===== config.mk =====
export PLATFORM = sky130hd
export DESIGN_NAME = tte_cell
export DESIGN_NICKNAME = d
export VERILOG_FILES = /design/src/rtl/tte_pkg.sv /design/src/rtl/tte_cell.sv
export SDC_FILE = /design/constraint.sdc
export NUM_CORES = 2
export LEC_CHECK = 0
export BUFFER_PORTS_ARGS = -buffer_cell sky130_fd_sc_hd__buf_2
export CAP_MARGIN = 20
export CORE_ASPECT_RATIO = 1.4
export CORE_MARGIN = 5
export CORE_UTILIZATION = 40
export DETAILED_ROUTE_END_ITERATION = 12
export GPL_TIMING_DRIVEN = 1
export PLACE_DENSITY = 0.55
export RECOVER_POWER = 100
export SYNTH_ARGS = -nofsm -noshare
export SYNTH_HDL_FRONTEND = slang
export SYNTH_SLANG_ARGS = --single-unit

===== constraint.sdc =====
create_clock -name clock -period 21.2 [get_ports clock]
set_input_delay 3.18 -clock clock [delete_from_list [all_inputs] [get_ports clock]]
set_output_delay 3.18 -clock clock [all_outputs]
set_load 0.01 [all_outputs]

===== src/rtl/tte_pkg.sv =====
`default_nettype none

package tte_pkg;

   localparam int TEMP_W    = 14;
   localparam int EMF_W     = 16;
   localparam int ACC_W     = 64;
   localparam int NUM_CELLS = 14;   // one Horner multiply per cell
   localparam int POS_TERMS = 8;
   localparam int WIDE_W    = 256;  // scratch width for coefficient prescaling

   localparam logic signed [TEMP_W-1:0] T_MIN_SIXTEENTHS = -14'sd4320;
   localparam logic signed [TEMP_W-1:0] T_MAX_SIXTEENTHS = 14'sd6400;

   // Coefficient i+1 is mantissa * 10^-div, in mV per degC^(i+1).
   localparam longint NEG_MANT [NUM_CELLS] = '{
      64'sd38748106364, 64'sd44194434347, 64'sd11844323105, 64'sd20032973554,
      64'sd90138019559, 64'sd22651156593, 64'sd36071154205, 64'sd38493939883,
      64'sd28213521925, 64'sd14251594779, 64'sd48768662286, 64'sd10795539270,
      64'sd13945027062, 64'sd79795153927};
   localparam int NEG_DIV [NUM_CELLS] = '{
      12, 15, 17, 18, 20, 21, 23, 25, 27, 29, 32, 34, 37, 41};
   localparam longint POS_MANT [POS_TERMS] = '{
      64'sd38748106364, 64'sd33292227880, 64'sd20618243404, -64'sd21882256846,
      64'sd10996880928, -64'sd30815758772, 64'sd45479135290, -64'sd27512901673};
   localparam int POS_DIV [POS_TERMS] = '{12, 15, 17, 19, 21, 24, 27, 30};

   // round(mant * 2^(9*power+32) / 10^div_exp), half away from zero.
   // Elaboration only.
   function automatic logic signed [ACC_W-1:0] scale_coef(input longint mant,
                                                          input int power,
                                                          input int div_exp);
      logic [WIDE_W-1:0] w;
      logic [ACC_W:0]    q;
      logic [ACC_W-1:0]  mag;
      mag = (mant < 0) ? ACC_W'(-mant) : ACC_W'(mant);
      w   = {{(WIDE_W-ACC_W){1'b0}}, mag} << (9 * power + 33);
      for (int d = 0; d < div_exp; d++) begin
         w = w / 10;
      end
      q = ({1'b0, w[ACC_W-1:0]} + (ACC_W+1)'(1)) >> 1;
      return (mant < 0) ? -$signed(q[ACC_W-1:0]) : $signed(q[ACC_W-1:0]);
   endfunction

   // Positive range has fewer terms; the high ones are padded with zero.
   function automatic logic signed [ACC_W-1:0] coef_of(input logic neg, input int idx);
      if (neg) begin
         return scale_coef(NEG_MANT[idx], idx + 1, NEG_DIV[idx]);
      end else if (idx < POS_TERMS) begin
         return scale_coef(POS_MANT[idx], idx + 1, POS_DIV[idx]);
      end
      return '0;
   endfunction

   localparam logic signed [ACC_W-1:0] NEG_COEF [NUM_CELLS] = '{
      coef_of(1'b1, 0),  coef_of(1'b1, 1),  coef_of(1'b1, 2),  coef_of(1'b1, 3),
      coef_of(1'b1, 4),  coef_of(1'b1, 5),  coef_of(1'b1, 6),  coef_of(1'b1, 7),
      coef_of(1'b1, 8),  coef_of(1'b1, 9),  coef_of(1'b1, 10), coef_of(1'b1, 11),
      coef_of(1'b1, 12), coef_of(1'b1, 13)};
   localparam logic signed [ACC_W-1:0] POS_COEF [NUM_CELLS] = '{
      coef_of(1'b0, 0),  coef_of(1'b0, 1),  coef_of(1'b0, 2),  coef_of(1'b0, 3),
      coef_of(1'b0, 4),  coef_of(1'b0, 5),  coef_of(1'b0, 6),  coef_of(1'b0, 7),
      coef_of(1'b0, 8),  coef_of(1'b0, 9),  coef_of(1'b0, 10), coef_of(1'b0, 11),
      coef_of(1'b0, 12), coef_of(1'b0, 13)};

   // Per-item control that rides along the cell chain.
   typedef struct packed {
      logic                     neg;    // negative-range polynomial
      logic                     blank;  // result forced to zero
      logic                     oor;    // out of range
      logic signed [TEMP_W-1:0] temp;
   } tag_type;

endpackage

`default_nettype wire


===== src/rtl/tte_cell.sv =====
`default_nettype none

module tte_cell (
   input  wire logic                                clock,
   input  wire logic                                reset,
   input  wire logic                                advance,
   input  wire logic                                valid_in,
   input  wire tte_pkg::tag_type                    tag_in,
   input  wire logic signed [tte_pkg::ACC_W-1:0]    acc_in,
   input  wire logic signed [tte_pkg::ACC_W-1:0]    add_neg,
   input  wire logic signed [tte_pkg::ACC_W-1:0]    add_pos,
   output logic                                     valid_out,
   output tte_pkg::tag_type                         tag_out,
   output logic signed [tte_pkg::ACC_W-1:0]         acc_out
);

   localparam int PROD_W = tte_pkg::ACC_W + tte_pkg::TEMP_W;

   logic                                valid_ff;
   tte_pkg::tag_type                    tag_ff;
   logic signed [tte_pkg::ACC_W-1:0]    acc_ff;
   logic signed [tte_pkg::ACC_W-1:0]    acc_in_next;

   logic [tte_pkg::ACC_W-1:0]  acc_mag;
   logic [tte_pkg::TEMP_W-1:0] temp_mag;
   logic [PROD_W-1:0]          prod;
   logic [tte_pkg::ACC_W-1:0]  prod_rnd;
   logic signed [tte_pkg::ACC_W-1:0] scaled;

   // acc * t / 8192 rounded half away from zero, on magnitudes, plus the range's coefficient
   always_comb begin
      acc_mag  = acc_in[tte_pkg::ACC_W-1] ? tte_pkg::ACC_W'(-acc_in)
                                          : tte_pkg::ACC_W'(acc_in);
      temp_mag = tag_in.temp[tte_pkg::TEMP_W-1] ? tte_pkg::TEMP_W'(-tag_in.temp)
                                                : tte_pkg::TEMP_W'(tag_in.temp);
      prod     = {{tte_pkg::TEMP_W{1'b0}}, acc_mag} *
                 {{tte_pkg::ACC_W{1'b0}}, temp_mag};
      prod     = prod + PROD_W'(4096);
      prod_rnd = prod[tte_pkg::ACC_W+12:13];
      scaled   = (acc_in[tte_pkg::ACC_W-1] ^ tag_in.temp[tte_pkg::TEMP_W-1])
                 ? -$signed(prod_rnd) : $signed(prod_rnd);
      acc_in_next = scaled + (tag_in.neg ? add_neg : add_pos);
   end

   always_ff @(posedge clock) begin
      if (reset) begin
         valid_ff <= 1'b0;
      end else if (advance) begin
         valid_ff <= valid_in;
      end
   end

   always_ff @(posedge clock) begin
      if (advance) begin
         tag_ff <= tag_in;
         acc_ff <= acc_in_next;
      end
   end

   assign valid_out = valid_ff;
   assign tag_out   = tag_ff;
   assign acc_out   = acc_ff;

endmodule

`default_nettype wire


==> metrics.txt <==
layout cells sized above 1 8.56%; final hold violation count 0; synthesized netlist net count 5667; RSZ-0062 raised after global routing false; port bufs 294; grt ovf 0; Die H 374 µm; highest clock rate 55.1 MHz; postcts setup bufs 0; P&R area growth vs syn 8.44%; CTS Buf Count 9; Util after Layout between 40% and 50%; failing checks max-capacitance violations, max-slew violations; post-synth cell types 75; max capacitance violation total 6; crit path DAT about 18000 ps; hold path cells 2; Vias/cell about 5.4; Die X around 270 µm; Final setup viols 0; Max stage delay cell, worst path clkbuf_1; Final Skew 0 ps; met3 routed WL between 9 and 10 mm; post-synthesis instance total around 4500; number of remaining DRC errors 0; CTS sink cnt slightly above 80; CTS tree yes; Slew Viols, Final 202; Routed wire per std cell between 20 and 25 µm; metal2 WL 61.2 mm; top sig layer met4; Crit path largest cell delay 1760 ps; wl on met1 about 53 mm; ANT nets after route 0; detailed-route via count 32000; footprint of the multi-input gates roughly 0.032 mm²; cts hold-fix bufs 0; setup TNS 0 ps; crit end category register; critical path fanouts, max 39; Critical Path RT 21330 ps; Root Buffer clkbuf_16; Tmin final 18130 ps; Worst-Skew Late Latency 380 ps; Std-Cell Rows 133; first-pass GRT wire length 200 mm; Worst-Margin Slew 3360 ps; Reg area 0.00245 mm²; Slew HR -124%; worst min-delay path class register to register; DP HPWL between 100 and 150 mm; initial core utilization ~40%; H-tree depth 3; final WL approximately 130 mm; synthesized cell area about 0.038 mm²; post-CTS sizing 0; RePlAce Congestion 0.931; CP Launch Type input pin; Cells after DPL 5861; Primary FF master, synth edfxtp_1; Finished Layout Cells 5880; EDFF count, synth 81; critical path's most frequent cell fa_1; Worst-path clk slew 80 ps; register area share after synthesis 6.49%; total die area 0.101 mm²; gr usage total 25.2%; average instance area after synthesis between 8 and 9 µm²; vias in the first global route 34200; Synth async-reset ratio 0%; run status complete, but fails checks; Filler cells 9597; Final Cycle Share 85.5%; kind of critical path input pin to register; pin count of the biggest net entering global routing 66; initial drt markers 2029; YS warnings 0; final net count 5872; I/O Pins 295; Worst Reg2Reg Path Length in Cells 2; Seq cells post-synth 82; drt first pass iters 8; Core ar. 0.0939 mm²; Longest Clk Path Bufs 2; antenna violations before repair 3
## flip-flops by register name, indices dropped and copies added, names as in the netlist
| register | count |
|---|---|
| valid_out | 1 |
| tag_out | 17 |
| acc_out | 64 |
## final timing paths
kind / startpoint / endpoint / slack [ps]
max: tag_in[0] / acc_out[63]$_DFFE_PP_ / 3070
min: valid_out$_SDFFE_PP0P_ / valid_out$_SDFFE_PP0P_ / 500
max reg2reg: valid_out$_SDFFE_PP0P_ / valid_out$_SDFFE_PP0P_ / 20570
min reg2reg: valid_out$_SDFFE_PP0P_ / valid_out$_SDFFE_PP0P_ / 500
## cells in the mapped netlist, types with 7 or more instances
cell type / count / area share, %
o31ai_1: 24 / 0.48
ha_1: 260 / 8.6
xor2_1: 125 / 2.9
a311oi_1: 7 / 0.16
a211oi_1: 12 / 0.24
mux2_2: 64 / 1.9
nand2b_1: 19 / 0.31
and2_1: 49 / 0.81
o211ai_1: 17 / 0.34
o21ai_1: 8 / 0.11
or3_1: 14 / 0.23
xnor2_1: 176 / 4.1
a21boi_0: 13 / 0.26
nor2b_1: 14 / 0.23
o21a_1: 33 / 0.66
nor4_1: 13 / 0.22
o2111ai_1: 10 / 0.23
buf_1: 8 / 0.079
a31o_2: 9 / 0.21
a21oi_1: 177 / 2.3
nand3_1: 49 / 0.65
a41oi_1: 7 / 0.16
nor2_1: 469 / 4.7
and3_1: 19 / 0.31
a31oi_1: 32 / 0.53
a21o_1: 71 / 1.4
mux2i_1: 9 / 0.24
o21ai_0: 117 / 1.5
nor3_1: 50 / 0.66
inv_1: 739 / 7.3
edfxtp_1: 81 / 6.4
nand2_1: 679 / 6.7
nand4_1: 33 / 0.55
o31a_1: 7 / 0.16
or2_2: 19 / 0.31
o21bai_1: 17 / 0.34
or4_1: 14 / 0.28
o41ai_1: 10 / 0.23
clkbuf_1: 147 / 1.5
fa_1: 742 / 39
## kinds of logic after synthesis
family	synth area share, %
adders and majority gates	47.9
buffers and inverters	8.96
DFF	6.49
xor gates and xnor gates	7.03
and+or+nand+nor	16.8
AOI/OAI and AO/OA	10.7
muxes	2.14
## layer usage
layer	global-route usage, %	vias to the layer above
met5	0	-
met4	6.59	0
met3	4.01	196
met2	43.4	1183
met1	33.4	16000
li1	-	14600
## critical path: cells and delay by family
| kind | cells | cell delay (ps) |
|---|---|---|
| adder cells (fa/ha/maj) | 9 | 4030 |
| AO/OA/AOI/OAI | 13 | 3060 |
| AND/OR/NAND/NOR | 7 | 2960 |
| buffers and inverters | 6 | 2800 |
| XOR/XNOR | 4 | 2150 |
## area by class of cell
cell class	instances	share of cell area, %
Inverter	741	6.78
Sequential cell	82	5.98
Antenna cell	3	0.0183
Tap cell	1215	3.71
Multi-Input combinational cell	3469	78.4
Timing Repair Buffer	354	4.36
Clock buffer	9	0.549
Clock inverter	7	0.186
## layout by cell type, fill, tap and decap left out, drive strengths merged, types with 12 or more instances in the layout
cell type and n:
a21boi 13, nor4 16, or2 19, xor2 125, buf 253, nand2b 19, xnor2 176, nand2 679
o21ai 125, a211oi 12, or4 19, clkbuf 110, ha 260, edfxtp 81, nor3 50, or3 14
o21a 33, a21oi 177, mux2 64, a21o 71, o21bai 17, and3 19, inv 741, nand3 49
nor2 470, nand4 33, o211ai 18, o31ai 24, o41ai 14, and2 49, a31oi 32, fa 742
nor2b 14
## metrics by stage
stage	hold WS, ps	cell area [µm²]	setup WS [ps]
3_3_place_gp	478	40800	4170
6_report	500	41000	3070
3_5_place_dp	487	40800	4010
4_1_cts	507	41100	4410
2_1_floorplan	528	37800	6130
5_1_grt	519	41000	2220
Power is left out: the tool's default activity adds up to more than one toggle a clock period on the data nets, which glitch-free logic cannot reach.
