`config.mk`:
```
export PLATFORM = sky130hd
export DESIGN_NAME = tte_scale
export DESIGN_NICKNAME = d
export VERILOG_FILES = /design/src/rtl/tte_pkg.sv /design/src/rtl/tte_scale.sv
export SDC_FILE = /design/constraint.sdc
export NUM_CORES = 1
export LEC_CHECK = 0
export ABC_AREA = 1
export BUFFER_PORTS_ARGS = -buffer_cell sky130_fd_sc_hd__clkbuf_2
export CORE_MARGIN = 4
export CORE_UTILIZATION = 35
export CTS_CLUSTER_DIAMETER = 80
export DETAILED_ROUTE_END_ITERATION = 10
export SYNTH_ARGS = -nofsm -noshare
export SYNTH_HDL_FRONTEND = slang
export SYNTH_SLANG_ARGS = --single-unit
```
`constraint.sdc`:
```
create_clock -name clock -period 21.7 [get_ports clock]
set_clock_uncertainty 0.15 [all_clocks]
set_input_delay 4.34 -clock clock [delete_from_list [all_inputs] [get_ports clock]]
set_output_delay 4.34 -clock clock [all_outputs]
set_load 0.01 [all_outputs]
```
`src/rtl/tte_pkg.sv`:
```
`default_nettype none

package tte_pkg;

   localparam int TEMP_W    = 14;
   localparam int EMF_W     = 16;
   localparam int ACC_W     = 64;
   localparam int NUM_CELLS = 14;   // one Horner multiply per cell
   localparam int POS_TERMS = 8;
   localparam int WIDE_W    = 256;  // scratch width for coefficient prescaling

   localparam logic signed [TEMP_W-1:0] T_MIN_SIXTEENTHS = -14'sd4320;
   localparam logic signed [TEMP_W-1:0] T_MAX_SIXTEENTHS = 14'sd6400;

   // Coefficient i+1 is mantissa * 10^-div, in mV per degC^(i+1).
   localparam longint NEG_MANT [NUM_CELLS] = '{
      64'sd38748106364, 64'sd44194434347, 64'sd11844323105, 64'sd20032973554,
      64'sd90138019559, 64'sd22651156593, 64'sd36071154205, 64'sd38493939883,
      64'sd28213521925, 64'sd14251594779, 64'sd48768662286, 64'sd10795539270,
      64'sd13945027062, 64'sd79795153927};
   localparam int NEG_DIV [NUM_CELLS] = '{
      12, 15, 17, 18, 20, 21, 23, 25, 27, 29, 32, 34, 37, 41};
   localparam longint POS_MANT [POS_TERMS] = '{
      64'sd38748106364, 64'sd33292227880, 64'sd20618243404, -64'sd21882256846,
      64'sd10996880928, -64'sd30815758772, 64'sd45479135290, -64'sd27512901673};
   localparam int POS_DIV [POS_TERMS] = '{12, 15, 17, 19, 21, 24, 27, 30};

   // round(mant * 2^(9*power+32) / 10^div_exp), half away from zero.
   // Elaboration only.
   function automatic logic signed [ACC_W-1:0] scale_coef(input longint mant,
                                                          input int power,
                                                          input int div_exp);
      logic [WIDE_W-1:0] w;
      logic [ACC_W:0]    q;
      logic [ACC_W-1:0]  mag;
      mag = (mant < 0) ? ACC_W'(-mant) : ACC_W'(mant);
      w   = {{(WIDE_W-ACC_W){1'b0}}, mag} << (9 * power + 33);
      for (int d = 0; d < div_exp; d++) begin
         w = w / 10;
      end
      q = ({1'b0, w[ACC_W-1:0]} + (ACC_W+1)'(1)) >> 1;
      return (mant < 0) ? -$signed(q[ACC_W-1:0]) : $signed(q[ACC_W-1:0]);
   endfunction

   // Positive range has fewer terms; the high ones are padded with zero.
   function automatic logic signed [ACC_W-1:0] coef_of(input logic neg, input int idx);
      if (neg) begin
         return scale_coef(NEG_MANT[idx], idx + 1, NEG_DIV[idx]);
      end else if (idx < POS_TERMS) begin
         return scale_coef(POS_MANT[idx], idx + 1, POS_DIV[idx]);
      end
      return '0;
   endfunction

   localparam logic signed [ACC_W-1:0] NEG_COEF [NUM_CELLS] = '{
      coef_of(1'b1, 0),  coef_of(1'b1, 1),  coef_of(1'b1, 2),  coef_of(1'b1, 3),
      coef_of(1'b1, 4),  coef_of(1'b1, 5),  coef_of(1'b1, 6),  coef_of(1'b1, 7),
      coef_of(1'b1, 8),  coef_of(1'b1, 9),  coef_of(1'b1, 10), coef_of(1'b1, 11),
      coef_of(1'b1, 12), coef_of(1'b1, 13)};
   localparam logic signed [ACC_W-1:0] POS_COEF [NUM_CELLS] = '{
      coef_of(1'b0, 0),  coef_of(1'b0, 1),  coef_of(1'b0, 2),  coef_of(1'b0, 3),
      coef_of(1'b0, 4),  coef_of(1'b0, 5),  coef_of(1'b0, 6),  coef_of(1'b0, 7),
      coef_of(1'b0, 8),  coef_of(1'b0, 9),  coef_of(1'b0, 10), coef_of(1'b0, 11),
      coef_of(1'b0, 12), coef_of(1'b0, 13)};

   // Per-item control that rides along the cell chain.
   typedef struct packed {
      logic                     neg;    // negative-range polynomial
      logic                     blank;  // result forced to zero
      logic                     oor;    // out of range
      logic signed [TEMP_W-1:0] temp;
   } tag_type;

endpackage

`default_nettype wire

```
`src/rtl/tte_scale.sv`:
```
`default_nettype none

module tte_scale (
   input  wire logic                              clock,
   input  wire logic                              reset,
   input  wire logic                              advance,
   input  wire logic                              valid_in,
   input  wire tte_pkg::tag_type                  tag_in,
   input  wire logic signed [tte_pkg::ACC_W-1:0]  acc_in,
   output logic                                   rsp_valid,
   output logic signed [tte_pkg::EMF_W-1:0]       rsp_emf_microvolts,
   output logic                                   rsp_out_of_range
);

   localparam int SCALE_W = tte_pkg::ACC_W + 10;

   logic                              rsp_valid_ff;
   logic signed [tte_pkg::EMF_W-1:0]  emf_ff;
   logic signed [tte_pkg::EMF_W-1:0]  emf_in;
   logic                              oor_ff;

   logic [tte_pkg::ACC_W-1:0] acc_mag;
   logic [SCALE_W-1:0]        uv_wide;
   logic [tte_pkg::EMF_W-1:0] uv;

   // mV * 2^32 -> uV, rounded half away from zero
   always_comb begin
      acc_mag = acc_in[tte_pkg::ACC_W-1] ? tte_pkg::ACC_W'(-acc_in)
                                         : tte_pkg::ACC_W'(acc_in);
      uv_wide = {10'd0, acc_mag} * SCALE_W'(1000) + SCALE_W'(64'h8000_0000);
      uv      = uv_wide[32 +: tte_pkg::EMF_W];
      if (tag_in.blank) begin
         emf_in = '0;
      end else if (acc_in[tte_pkg::ACC_W-1]) begin
         emf_in = -$signed(uv);
      end else begin
         emf_in = $signed(uv);
      end
   end

   always_ff @(posedge clock) begin
      if (reset) begin
         rsp_valid_ff <= 1'b0;
      end else if (advance) begin
         rsp_valid_ff <= valid_in;
      end
   end

   always_ff @(posedge clock) begin
      if (advance) begin
         emf_ff <= emf_in;
         oor_ff <= tag_in.oor;
      end
   end

   assign rsp_valid          = rsp_valid_ff;
   assign rsp_emf_microvolts = emf_ff;
   assign rsp_out_of_range   = oor_ff;

`ifndef ASSERT_OFF
   // EMF sign follows temperature sign over the whole table range
   a_acc_sign: assert property (@(posedge clock) disable iff (reset)
      valid_in && !tag_in.blank |->
         (tag_in.neg ? (acc_in <= 0) : (acc_in >= 0)))
      else $error("accumulator sign does not match temperature range");
`endif

endmodule

`default_nettype wire

```
==> results of run 1 <==
-- metal layers --
metal | track usage (%) | vias up | routed length [um]
li1 | - | 4773 | -
met1 | 24.00 | 4221 | 12920
met2 | 28.33 | 118 | 11690
met3 | 0.5752 | 13 | 552
met4 | 1.837 | 0 | 221
met5 | 0 | - | 0
-- path summary, 6_finish.rpt --
| kind | slack, ns | cells after the start | endpoint |
|---|---|---|---|
| setup / recovery | 9.42 | 41 | rsp_emf_microvolts[14] |
| hold / removal | 0.36 | 2 | rsp_valid |
| setup reg to reg | 20.97 | 2 | rsp_valid |
| hold reg to reg | 0.36 | 2 | rsp_valid |
-- flip-flops by register name (all words and copies together) (netlist names) --
signal and flops:
rsp_emf_microvolts 16, rsp_out_of_range 1, rsp_valid 1
-- placed cells by master, fill, tap and decap left out, drive strengths merged --
| cell type | synthesis | layout |
|---|---|---|
| nor4 | 10 | 10 |
| nand3 | 76 | 76 |
| nor3b | 1 | 1 |
| ha | 76 | 76 |
| and2 | 2 | 2 |
| dfxtp | 1 | 1 |
| a21oi | 60 | 60 |
| o31ai | 3 | 3 |
| inv | 384 | 384 |
| nand4 | 27 | 27 |
| o21ai | 45 | 45 |
| a21o | 5 | 5 |
| buf | 2 | 1 |
| clkbuf | 5 | 73 |
| nor2 | 146 | 146 |
| edfxtp | 17 | 17 |
| mux2i | 1 | 1 |
| o21ba | 1 | 1 |
| and3 | 1 | 1 |
| or2 | 3 | 3 |
| o21bai | 9 | 9 |
| a31oi | 2 | 2 |
| fa | 134 | 134 |
| nor3 | 19 | 19 |
| nand3b | 3 | 3 |
| xor2 | 55 | 55 |
| nand2b | 1 | 1 |
| a21boi | 8 | 8 |
| o2bb2ai | 1 | 1 |
| o21a | 3 | 3 |
| xnor2 | 10 | 10 |
| nand2 | 416 | 416 |
-- stage by stage --
step	utilization (%)	worst slack (ns)	instances	hold slack [ns]	area, um^2
after floorplan	-	10.78	1527	0.3779	10100
after global placement	38.81	9.244	1968	0.3289	10900
after detailed placement	38.81	9.186	1968	0.3654	10900
after CTS	39.12	9.433	1972	0.3728	10990
after global routing	39.12	8.518	1972	0.4393	10990
final	39.12	9.419	1972	0.3565	10990
-- cell type report --
type | count | area [um^2]
Fill cell | 3099 | 17100
Inverter | 384 | 1441
Sequential cell | 18 | 530.5
Tap cell | 378 | 473.0
Clock buffer | 4 | 88.84
Multi-Input combinational cell | 1118 | 8102
Timing Repair Buffer | 70 | 352.8
-- cell families (layout without fill, tap and decap cells) --
logic type	count (synthesis)	after routing
flip-flops	18	18
AND/OR/NAND/NOR	705	705
XOR/XNOR	65	65
multiplexers	1	1
buffers and inverters	391	458
adder cells (fa/ha/maj)	210	210
AO/OA/AOI/OAI	137	137
-- critical path, delay by kind of cell --
family                   cells  cell delay (ns)
buffers and inverters        6             0.62
adder cells (fa/ha/maj)      5             2.47
AND/OR/NAND/NOR             27             3.82
XOR/XNOR                     1             0.32
AO/OA/AOI/OAI                2             0.54
==> impl_metrics.sql, run 1 <==
INSERT INTO impl_metrics (metric_group, metric, value, unit) VALUES
('synth', 'synth_compound_area_share', '7.631', '%'),
('detailed_routing', 'detail_route.first_pass.iterations', '4', ''),
('synth', 'post_synth_instance_area', '10100', 'um^2'),
('timing', 'relSlewSlack', '37.10', '%'),
('synth', 'synth-warning-count', '0', ''),
('floorplan', 'num_rows', '61', ''),
('timing', 'finalMaxSlewViolations', '0', ''),
('setup_path', 'timing.critical_path.slowest_cell_delay', '0.57', 'ns'),
('synth', 'synth_top_family_by_area', 'adder cells', ''),
('cells_and_area', 'final_net_count', '1890', ''),
('synth', 'top_cells_by_area_synth', 'sky130_fd_sc_hd__fa_1 27%, sky130_fd_sc_hd__nand2_1 14%, sky130_fd_sc_hd__inv_1 14%', ''),
('clock_tree', 'cts.root.buffer_cell', 'sky130_fd_sc_hd__clkbuf_16', ''),
('cells_and_area', 'drive_above_1_share', '8.908', '%'),
('clock_tree', 'ctsResizeCount', '0', ''),
('floorplan', 'initial_utilization', '35.96', '%'),
('detailed_routing', 'drt-total-wl', '25.39', 'mm'),
('timing', 'rsz0062_at_grt', 'no', ''),
('detailed_routing', 'dr_total_vias', '9125', ''),
('global_routing', 'grt_antenna_before_repair', '0', ''),
('synth', 'post_synth_most_frequent_cells', '388 x sky130_fd_sc_hd__nand2_1, 372 x sky130_fd_sc_hd__inv_1, 134 x sky130_fd_sc_hd__fa_1', ''),
('synth', 'synth_seq_cells', '18', ''),
('synth', 'synth_largest_area_cell', 'sky130_fd_sc_hd__fa_1', ''),
('setup_path', 'timing.critical_path.fanout_max', '6', ''),
('clock_tree', 'postCtsSetupRepairBufs', '0', ''),
('cells_and_area', 'area_delta_synth_final', '8.795', '%'),
('placed_design', 'dp_hpwl', '23.14', 'mm'),
('detailed_routing', 'post_drt_wl_per_cell', '12.87', 'um'),
('setup_path', 'worst_path_max_delay_cell', 'sky130_fd_sc_hd__fa_1', ''),
('synth', 'synth-edff-count', '17', ''),
('synth', 'synth_seq_area_share', '5.253', '%'),
('global_routing', 'number_of_global_route_vias_before_repair', '9158', ''),
('global_routing', 'total_global_route_track_usage', '16.52', '%'),
('timing', 'setup_viol_count_final', '0', ''),
('floorplan', 'ioPinCount', '103', ''),
('cells_and_area', 'n_antenna_cell', '0', ''),
('synth', 'number_of_nets_produced_by_synthesis', '1822', ''),
('clock_tree', 'clock_latency', '0.24', 'ns'),
('clock_tree', 'clock-sinks', '18', ''),
('clock_tree', 'cts-hold-fix-buffers', '0', ''),
('detailed_routing', 'first_iter_violations', '363', ''),
('timing', 'finalCritPeriodShare', '56.59', '%'),
('synth', 'synthXorXnorAreaFrac', '5.785', '%'),
('flow_run', 'max-cap-violations', '0', ''),
('clock_tree', 'tritoncts', 'built', ''),
('synth', 'synth_fa_ha_area_share', '35.98', '%'),
('setup_path', 'critPathRequiredTime', '21.54', 'ns'),
('clock_tree', 'clkTransAtPathRegs', '0.05', 'ns'),
('timing', 'fmaxAchievable', '0.08143', 'GHz'),
('detailed_routing', 'drc_markers', '0', ''),
('detailed_routing', 'ant_nets', '0', ''),
('timing', 'worst-slew-pin-transition', '0.9368', 'ns'),
('outcome', 'run_status', 'complete, no violations', ''),
('setup_path', 'timing_worst_setup_path_type', 'input port to flop', ''),
('synth', 'synth.lib_cells_used.distinct', '47', ''),
('timing', 'finalSetupTns', '0', 'ns'),
('placed_design', 'routabilityCongestion', '0.9141', ''),
('global_routing', 'grt_pass1_wl', '43.39', 'mm'),
('synth', 'synth_async_sr_flop_share', '0', '%'),
('synth', 'avgSynthCellArea', '6.614', 'um^2'),
('synth', 'synth_top_area_share', '26.56', '%'),
('global_routing', 'maximum_number_of_pins_on_one_net_before_global_route_repair', '53', ''),
('clock_tree', 'clock_tree.buffer_depth', '2', ''),
('setup_path', 'worstSetupStartpointType', 'input port', ''),
('synth', 'yosys-mux-area-fraction', '0.09911', '%'),
('min_path', 'holdCritPathClass', 'flop to flop', ''),
('floorplan', 'die_x', '177.9', 'um'),
('synth', 'post_synth_and_or_nand_nor_area_fraction', '30.72', '%'),
('setup_path', 'type_of_element_capturing_the_critical_path', 'flop', ''),
('synth', 'yosysMostFrequentCell', 'sky130_fd_sc_hd__nand2_1', ''),
('min_path', 'hold_path_startpoint', 'rsp_valid', ''),
('clock_tree', 'htreeDepth', '1', '');
Power of run 1 is left out: the tool's default activity adds up to more than one toggle a clock period on the data nets, which glitch-free logic cannot reach.
==> run 2, diff against run 1 <==
ABC_AREA = 0   (was 1)
clock period = 12.7 ns   (was 21.7 ns; I/O delays follow)
==> run 2 against run 1 <==
Effect of this change: via count fell by 21%; die area fell by 9.9%; hold slack got worse by 0.012 ns; sequential cell count did not move; global-route usage fell by 2.5 points; sequential share of layout area rose by 0.51 points; critical path depth fell by 10; synthesized area fell by 10%.
==> impl_metrics.sql, run 2 <==
INSERT INTO impl_metrics (metric_group, metric, value, unit) VALUES
('setup_path', 'timing.critical_path.slowest_cell_delay', '0.59', 'ns'),
('setup_path', 'timing.critical_path.fanout_max', '8', ''),
('synth', 'yosys_most_used_dff', 'sky130_fd_sc_hd__edfxtp_1', ''),
('detailed_routing', 'ant_nets', '0', ''),
('clock_tree', 'numCtsBuffers', '3', ''),
('detailed_routing', 'topRoutingLayerUsed', 'met4', ''),
('detailed_routing', 'first_iter_violations', '363', ''),
('setup_path', 'worst_path_max_delay_cell', 'sky130_fd_sc_hd__or4_4', ''),
('flow_run', 'max-cap-violations', '0', ''),
('detailed_routing', 'drt-total-wl', '19.49', 'mm'),
('setup_path', 'critPathMostFrequentCell', 'sky130_fd_sc_hd__xnor2_1', ''),
('timing', 'finalMaxSlewViolations', '0', ''),
('min_path', 'holdCritPathClass', 'flop to flop', ''),
('global_routing', 'total_global_route_track_usage', '14.06', '%'),
('clock_tree', 'cts.root.buffer_cell', 'sky130_fd_sc_hd__clkbuf_16', ''),
('clock_tree', 'clock_tree.buffer_depth', '2', ''),
('cells_and_area', 'largest_register_ffs', '16', ''),
('floorplan', 'die_x', '168.8', 'um'),
('synth', 'synth_fa_ha_area_share', '41.48', '%'),
('synth', 'post_synth_and_or_nand_nor_area_fraction', '15.65', '%'),
('synth', 'synth_seq_area_share', '5.862', '%'),
('cells_and_area', 'final_net_count', '1437', ''),
('placed_design', 'number_of_buffer_cells_added_on_primary_ports', '69', ''),
('detailed_routing', 'drc_markers', '0', ''),
('clock_tree', 'tritoncts', 'built', ''),
('synth', 'synth_top_area_share', '29.64', '%'),
('synth', 'synth_seq_cells', '18', ''),
('timing', 'finalCriticalPeriod', '11.94', 'ns'),
('clock_tree', 'postCtsSetupRepairBufs', '0', ''),
('synth', 'synth-edff-count', '17', ''),
('floorplan', 'ioPinCount', '103', ''),
('clock_tree', 'clock-sinks', '18', ''),
('detailed_routing', 'm1WireLength', '9.811', 'mm'),
('detailed_routing', 'post_drt_wl_per_cell', '13.25', 'um'),
('floorplan', 'initial_utilization', '35.73', '%'),
('detailed_routing', 'route.detailed.vias_per_inst', '4.920', ''),
('cells_and_area', 'n_antenna_cell', '0', ''),
('placed_design', 'routabilityCongestion', '0.8550', ''),
('timing', 'timing.hold.ws', '0.3449', 'ns'),
('clock_tree', 'ctsResizeCount', '0', ''),
('timing', 'relSlewSlack', '40.04', '%'),
('timing', 'finalCritPeriodShare', '93.98', '%'),
('cells_and_area', 'drive_above_1_share', '11.04', '%'),
('setup_path', 'timing_worst_setup_path_type', 'input port to flop', ''),
('synth', 'synth_async_sr_flop_share', '0', '%'),
('setup_path', 'type_of_element_capturing_the_critical_path', 'flop', ''),
('global_routing', 'grt_antenna_before_repair', '0', ''),
('floorplan', 'die_y', '168.8', 'um'),
('synth', 'post_synth_instance_area', '9050', 'um^2'),
('synth', 'synthXorXnorAreaFrac', '12.36', '%'),
('timing', 'fmaxAchievable', '0.08378', 'GHz'),
('timing', 'rsz0062_at_grt', 'no', ''),
('synth', 'number_of_nets_produced_by_synthesis', '1367', ''),
('setup_path', 'worstSetupStartpointType', 'input port', ''),
('synth', 'post_synth_most_frequent_cells', '200 x sky130_fd_sc_hd__inv_1, 134 x sky130_fd_sc_hd__fa_1, 83 x sky130_fd_sc_hd__xnor2_1', ''),
('synth', 'synth.lib_cells_used.distinct', '73', ''),
('synth', 'synth_compound_area_share', '14.66', '%'),
('floorplan', 'num_rows', '58', ''),
('synth', 'yosys-mux-area-fraction', '0.6221', '%'),
('global_routing', 'number_of_global_route_vias_before_repair', '7295', ''),
('floorplan', 'floorplan.core_area', '25330', 'um^2'),
('detailed_routing', 'met3RoutedLength', '553', 'um'),
('synth', 'top_cells_by_area_synth', 'sky130_fd_sc_hd__fa_1 30%, sky130_fd_sc_hd__ha_1 11%, sky130_fd_sc_hd__inv_1 8.3%', ''),
('clock_tree', 'clock_latency', '0.25', 'ns'),
('setup_path', 'data_arrival_time_of_the_critical_path', '11.78', 'ns'),
('cells_and_area', 'layout.cells.most_common_list', '200 x sky130_fd_sc_hd__inv_1, 134 x sky130_fd_sc_hd__fa_1, 83 x sky130_fd_sc_hd__xnor2_1', ''),
('setup_path', 'critPathRequiredTime', '12.54', 'ns'),
('clock_tree', 'clkTransAtPathRegs', '0.05', 'ns'),
('cells_and_area', 'area_delta_synth_final', '9.747', '%'),
('timing', 'finalSetupTns', '0', 'ns'),
('timing', 'worst-slew-pin-transition', '0.8964', 'ns'),
('outcome', 'run_status', 'complete, no violations', ''),
('global_routing', 'grt_pass1_wl', '34.49', 'mm'),
('floorplan', 'die_area', '28490', 'um^2'),
('clock_tree', 'htreeDepth', '1', ''),
('placed_design', 'dp_hpwl', '17.23', 'mm'),
('synth', 'synth_top_family_by_area', 'adder cells', ''),
('synth', 'synth_largest_area_cell', 'sky130_fd_sc_hd__fa_1', ''),
('timing', 'setup_viol_count_final', '0', ''),
('synth', 'synth-warning-count', '0', ''),
('timing', 'timing_hold_violations_final', '0', ''),
('clock_tree', 'cts-hold-fix-buffers', '0', ''),
('synth', 'yosysMostFrequentCell', 'sky130_fd_sc_hd__inv_1', ''),
('detailed_routing', 'dr_total_vias', '7238', ''),
('global_routing', 'overflow', '0', ''),
('detailed_routing', 'detail_route.first_pass.iterations', '4', ''),
('global_routing', 'maximum_number_of_pins_on_one_net_before_global_route_repair', '23', ''),
('synth', 'avgSynthCellArea', '8.442', 'um^2'),
('detailed_routing', 'wl_met2', '8.974', 'mm'),
('synth', 'syn-instance-count', '1072', ''),
('cells_and_area', 'most_frequent_standard_cell_in_the_layout_excluding_fill_and_tap_cells', 'sky130_fd_sc_hd__inv_1', '');
==> run 2: cell types whose count changed after synthesis, moves of 18 or more <==
cell | previous run | this run
sky130_fd_sc_hd__nand3_1 | 71 | 20
sky130_fd_sc_hd__nand2_2 | 24 | 0
sky130_fd_sc_hd__inv_1 | 372 | 200
sky130_fd_sc_hd__nand2_1 | 388 | 65
sky130_fd_sc_hd__xnor2_1 | 9 | 83
sky130_fd_sc_hd__nor2_1 | 132 | 61
sky130_fd_sc_hd__or2_2 | 2 | 20
==> run 2: metal layers <==
| metal | vias up | GRT usage, % |
|---|---|---|
| met5 | - | 0 |
| met4 | 0 | 1.623 |
| met3 | 15 | 0.9341 |
| met2 | 109 | 23.35 |
| met1 | 3393 | 20.84 |
| li1 | 3721 | - |
==> run 2: logic make-up after synthesis <==
logic type	Yosys count
adders and majority gates	222
DFF	18
muxes	5
AOI/OAI and AO/OA	205
buffers and inverters	224
and+or+nand+nor	272
xor gates and xnor gates	126
==> run 2: area by class of cell <==
cell class / count / area (um^2)
inverters: 202 / 758.2
clock inverters: 1 / 3.754
multi-input cells: 830 / 7671
fillers: 2606 / 15390
well taps: 330 / 412.9
repair buffers: 87 / 480.5
flip-flops and latches: 18 / 530.5
clock buffers: 3 / 75.07
==> run 2: stage by stage <==
| stage | worst slack, ns | instance area [um^2] | std cells | util, % |
|---|---|---|---|---|
| 3_3_place_gp | 0.5607 | 9853 | 1467 | 38.90 |
| 2_1_floorplan | 1.244 | 9050 | 1072 | - |
| 4_1_cts | 0.7116 | 9932 | 1471 | 39.22 |
| 5_1_grt | 0.02818 | 9932 | 1471 | 39.22 |
| 3_5_place_dp | 0.4658 | 9853 | 1467 | 38.90 |
| 6_report | 0.7642 | 9932 | 1471 | 39.22 |
==> run 2: final timing paths <==
path / from / slack (ns) / end / depth (start not counted)
hold / removal: rsp_valid / 0.34 / rsp_valid / 2
hold reg to reg: rsp_valid / 0.34 / rsp_valid / 2
setup reg to reg: rsp_valid / 11.98 / rsp_valid / 2
setup / recovery: acc_in[3] / 0.76 / rsp_emf_microvolts[12] / 31
==> run 2: critical path: cells and delay by family <==
kind	cells	cell delay (ns)
simple gates	10	3.22
fa+ha+maj	5	2.19
compound gates	6	1.72
xor+xnor	6	1.41
buf+inv	4	0.68
Power of run 2 is left out for the same reason.
